--- src/rtl/akw_pkg.sv ---
package akw_pkg;

   localparam int MaxSemiblocks = 32;
   localparam int IdxW = $clog2(MaxSemiblocks);
   localparam int CntW = 7;
   localparam logic [63:0] IntegrityIv = 64'hA6A6A6A6A6A6A6A6;

   localparam logic [1:0] StatusOk = 2'd0;
   localparam logic [1:0] StatusFail = 2'd1;
   localparam logic [1:0] StatusLenErr = 2'd2;

   localparam logic CsrKeyHigh = 1'b0;
   localparam logic CsrKeyLow = 1'b1;

   typedef enum logic [2:0] {
      ST_LOAD,
      ST_KEYEXP,
      ST_RDSTEP,
      ST_DECRYPT,
      ST_RDOUT,
      ST_EMIT,
      ST_ERR
   } state_type;

   function automatic logic [7:0] xtime(input logic [7:0] b);
      xtime = {b[6:0], 1'b0} ^ (b[7] ? 8'h1B : 8'h00);
   endfunction

   function automatic logic [7:0] gmul(input logic [7:0] a, input logic [3:0] m);
      logic [7:0] x2;
      logic [7:0] x4;
      logic [7:0] x8;
      x2 = xtime(a);
      x4 = xtime(x2);
      x8 = xtime(x4);
      gmul = (m[0] ? a : 8'h00) ^ (m[1] ? x2 : 8'h00) ^ (m[2] ? x4 : 8'h00)
           ^ (m[3] ? x8 : 8'h00);
   endfunction

   function automatic logic [7:0] gmul8(input logic [7:0] a, input logic [7:0] b);
      logic [7:0] p;
      logic [7:0] x;
      p = 8'h00;
      x = a;
      for (int i = 0; i < 8; i++) begin
         if (b[i]) begin
            p = p ^ x;
         end
         x = xtime(x);
      end
      gmul8 = p;
   endfunction

   function automatic logic [7:0] sbox(input logic [7:0] x);
      logic [7:0] r;
      logic [7:0] base;
      logic [7:0] e;
      r = 8'h01;
      base = x;
      e = 8'd254;
      for (int i = 0; i < 8; i++) begin
         if (e[i]) begin
            r = gmul8(r, base);
         end
         base = gmul8(base, base);
      end
      if (x == 8'h00) begin
         r = 8'h00;
      end
      sbox = r ^ {r[6:0], r[7]} ^ {r[5:0], r[7:6]} ^ {r[4:0], r[7:5]}
           ^ {r[3:0], r[7:4]} ^ 8'h63;
   endfunction

   // inverse box found by searching the forward box for each input
   function automatic logic [7:0] inv_sbox(input logic [7:0] y);
      logic [7:0] res;
      res = 8'h00;
      for (int i = 0; i < 256; i++) begin
         if (sbox(8'(i)) == y) begin
            res = 8'(i);
         end
      end
      inv_sbox = res;
   endfunction

endpackage

--- src/rtl/akw_round.sv ---
module akw_round (
   input  logic [127:0] state_in,
   input  logic [127:0] round_key,
   input  logic         last_round,
   output logic [127:0] sub_idx,
   input  logic [127:0] sub_val,
   output logic [127:0] state_out
);

   // byte k sits at bits 127-8k
   logic [7:0] s [16];
   logic [7:0] t [16];
   logic [7:0] u [16];
   logic [7:0] m [16];

   always_comb begin
      for (int k = 0; k < 16; k++) begin
         s[k] = state_in[127-8*k -: 8];
      end
      // inverse shift rows feeds the box lookups
      for (int r = 0; r < 4; r++) begin
         for (int c = 0; c < 4; c++) begin
            sub_idx[127-8*(r+4*c) -: 8] = s[r + 4*((c - r + 4) % 4)];
         end
      end
      for (int k = 0; k < 16; k++) begin
         t[k] = sub_val[127-8*k -: 8] ^ round_key[127-8*k -: 8];
      end
      for (int c = 0; c < 4; c++) begin
         m[4*c]   = akw_pkg::gmul(t[4*c], 4'd14) ^ akw_pkg::gmul(t[4*c+1], 4'd11)
                  ^ akw_pkg::gmul(t[4*c+2], 4'd13) ^ akw_pkg::gmul(t[4*c+3], 4'd9);
         m[4*c+1] = akw_pkg::gmul(t[4*c], 4'd9) ^ akw_pkg::gmul(t[4*c+1], 4'd14)
                  ^ akw_pkg::gmul(t[4*c+2], 4'd11) ^ akw_pkg::gmul(t[4*c+3], 4'd13);
         m[4*c+2] = akw_pkg::gmul(t[4*c], 4'd13) ^ akw_pkg::gmul(t[4*c+1], 4'd9)
                  ^ akw_pkg::gmul(t[4*c+2], 4'd14) ^ akw_pkg::gmul(t[4*c+3], 4'd11);
         m[4*c+3] = akw_pkg::gmul(t[4*c], 4'd11) ^ akw_pkg::gmul(t[4*c+1], 4'd13)
                  ^ akw_pkg::gmul(t[4*c+2], 4'd9) ^ akw_pkg::gmul(t[4*c+3], 4'd14);
      end
      for (int k = 0; k < 16; k++) begin
         u[k] = last_round ? t[k] : m[k];
         state_out[127-8*k -: 8] = u[k];
      end
   end

endmodule

--- config.mk ---
export PLATFORM = sky130hd
export DESIGN_NAME = akw_round
export DESIGN_NICKNAME = d
export VERILOG_FILES = /design/src/rtl/akw_pkg.sv /design/src/rtl/akw_round.sv
export SDC_FILE = /design/constraint.sdc
export NUM_CORES = 1
export LEC_CHECK = 0
export BUFFER_PORTS_ARGS = -buffer_cell sky130_fd_sc_hd__buf_2
export CAP_MARGIN = 20
export CORE_AREA = 2 2 252 254
export DETAILED_ROUTE_END_ITERATION = 10
export DIE_AREA = 0 0 254 256
export GPL_TIMING_DRIVEN = 0
export SYNTH_ARGS = -nofsm -noshare
export SYNTH_HDL_FRONTEND = slang
export SYNTH_SLANG_ARGS = --single-unit
--- constraint.sdc ---
create_clock -name vclk -period 6.1
set_input_delay 0.305 -clock vclk [all_inputs]
set_output_delay 0.305 -clock vclk [all_outputs]
set_load 0.005 [all_outputs]
==> flow_summary_export.csv <==
group,metric,value,unit
worst_setup_path,worstSetupStartpointType,"input pin",
power_and_ir_drop,p_sw_share,46.3,%
synth,yosysSeqAreaShare,0,%
global_route,grt_antenna_before_repair,2,
sta,fin_setup_tns,0,ps
power_and_ir_drop,clock_power_share,0,%
worst_setup_path,setup.worst_path.class,"input pin to output pin",
synth,synth_cell_types,16,
sta,rsz0062_at_grt,"no",
sta,relSlewSlack,19.6,%
detailed_routing,antenna_left,0,
global_route,busiest_layer,"met2",
synth,synth_area_per_cell,10.5,um2
power_and_ir_drop,p_leak,7.73,nW
finish,n_fill_cell,6829,
floorplan,initial_core_util,20.0,%
global_route,use_met1,18.5,%
sta,finalMaxSlewViolations,0,
floorplan,die_w,254,um
cts,ctsHoldBuffers,0,
sta,setup_violations,0,
sta,timing.final.crit_share,59.6,%
detailed_routing,vias,9890,
finish,fin_util,26.0,%
finish,area_delta_synth_final,29.8,%
global_route,grt_pass1_vias,10000,
place,io_buffers,512,
worst_setup_path,endpoint_kind,"output pin",
floorplan,die_h,256,um
power_and_ir_drop,ir_drop,0.193,mV
detailed_routing,drt_iter0_drc,397,
sta,fin_crit,3630,ps
floorplan,ios,641,
min_path,hp-class,"input pin to output pin",
place,hpwl,42.1,mm
power_and_ir_drop,p_total,6.95,mW
power_and_ir_drop,power_frac_seq,0,%
status,status,"finished clean",
synth,netlist_area,12500,um2
sta,timing.hold.ws,775,ps
place,gp_congestion,0.872,
cts,post_cts_resized,0,
detailed_routing,dr.pass1.iters,5,
power_and_ir_drop,p_int,3.73,mW
global_route,grt_pass1_wl,67.7,mm
floorplan,core_area,62400,um2
min_path,whs_path_depth,2,
global_route,overflow,0,
synth,netlist.area_leader.share,40.6,%
finish,nClkBuffers,0,
finish,nets,2099,
detailed_routing,wl_per_cell,18.8,um
synth,netlist.top_cell.by_area,"xnor2_1",
sta,worst_pin_slew,1200,ps
worst_setup_path,critical_path_arrival,3330,ps
floorplan,die_area,65000,um2
synth,synth.most_common_cell,"xnor2_1",
floorplan,num_rows,92,
detailed_routing,drc,0,
detailed_routing,drt_wl_total,48.1,mm
synth,yosys-top-cells-area,"xnor2_1, xnor3_1, buf_4, xor2_1, mux2i_1",
worst_setup_path,worstPathMaxFanout,5,
synth,synthTopCellsByCount,"xnor2_1, xnor3_1, buf_4",
min_path,min_to,"sub_idx[96]",
synth,synthCells,1192,
global_route,grt_usage,13.9,%
finish,drive_gt1_share,40.5,%
job,drv_cap,0,
finish,regArea,0,um2
place,place_ws,2440,ps
cts,post_cts_buffers,0,
global_route,grt_max_degree,11,
sta,hold_viol_final,0,
power_and_ir_drop,power_density,429,nW/um2
min_path,worstHoldStart,"state_in[64]",
power_and_ir_drop,power.net_switching,3.22,mW
synth,syn-num-nets,1577,
finish,design.seq.count,0,
global_route,met3_usage,0.702,%
detailed_routing,vias_per_cell,3.86,
power_and_ir_drop,combPwrFrac,100.0,%
synth,yosysWarningCount,0,
worst_setup_path,worstPathRequired,5790,ps
global_route,grt_use_met2,25.2,%
sta,max_freq,275,MHz
sta,setup_slack,2470,ps
layout make-up:
cell class	instances	area, um2	area share (%)
multi-input cells	1045	11500	70.7
repair buffers	520	2660	16.4
well taps	846	1060	6.53
plain buffers	147	1030	6.37
diodes	1	2.50	0.0154
kinds of logic after synthesis:
logic type	after synthesis	share of synthesized area, %
compound gates	39	1.70
xor+xnor	878	81.7
buf+inv	147	8.27
mux	89	7.13
simple gates	39	1.17
through the flow:
step,instance area (um2),std cells
after detailed placement,16200,2557
after floorplan,12500,1192
after CTS,16200,2557
after global routing,16200,2559
after global placement,16100,2550
final,16200,2559
layout by cell type (no fill, tap or decap):
cell / n
o21ai_1: 1
xor3_1: 16
buf_8: 5
xnor2_4: 5
xor2_1: 102
xnor3_2: 1
nand2_1: 18
o21a_1: 7
xnor3_1: 136
clkbuf_1: 19
xnor2_1: 579
xnor2_2: 39
a21oi_1: 21
mux2i_1: 89
diode_2: 1
o21ai_0: 10
buf_6: 1
buf_2: 512
buf_4: 130
nor2_1: 21
layer usage:
metal,share of wire (%),vias to the layer above
met4,1.6,0
met1,43,4716
li1,-,4783
met2,51,357
met5,0,-
met3,4.6,34
how the worst max path moves through the flow:
stage / cells after the start / startpoint / end
after floorplan: 6 / round_key[54] / state_out[36]
after global placement: 8 / round_key[39] / state_out[36]
after detailed placement: 8 / round_key[39] / state_out[36]
after CTS: 8 / round_key[39] / state_out[36]
after global routing: 8 / round_key[39] / state_out[36]
final: 8 / round_key[39] / state_out[36]
power by group through the flow:
| stage | clock (mW) | combinational (mW) | sequential [mW] |
|---|---|---|---|
| global route | 0.0000000220 | 7.46 | 0 |
| floorplan | 0 | 4.97 | 0 |
| CTS | 0 | 7.02 | 0 |
| detailed placement | 0 | 6.97 | 0 |
| finish | 0.0000000221 | 6.95 | 0 |
| global placement | 0 | 6.98 | 0 |
worst max-delay path, stage by stage:
cell     delay (ps)
buf_2           120
xnor2_1         800
xnor3_1         590
xnor2_4         340
xnor3_1         480
xnor3_1         410
mux2i_1         150
buf_2           140
Note: power is estimated with default switching activity, not from simulation.
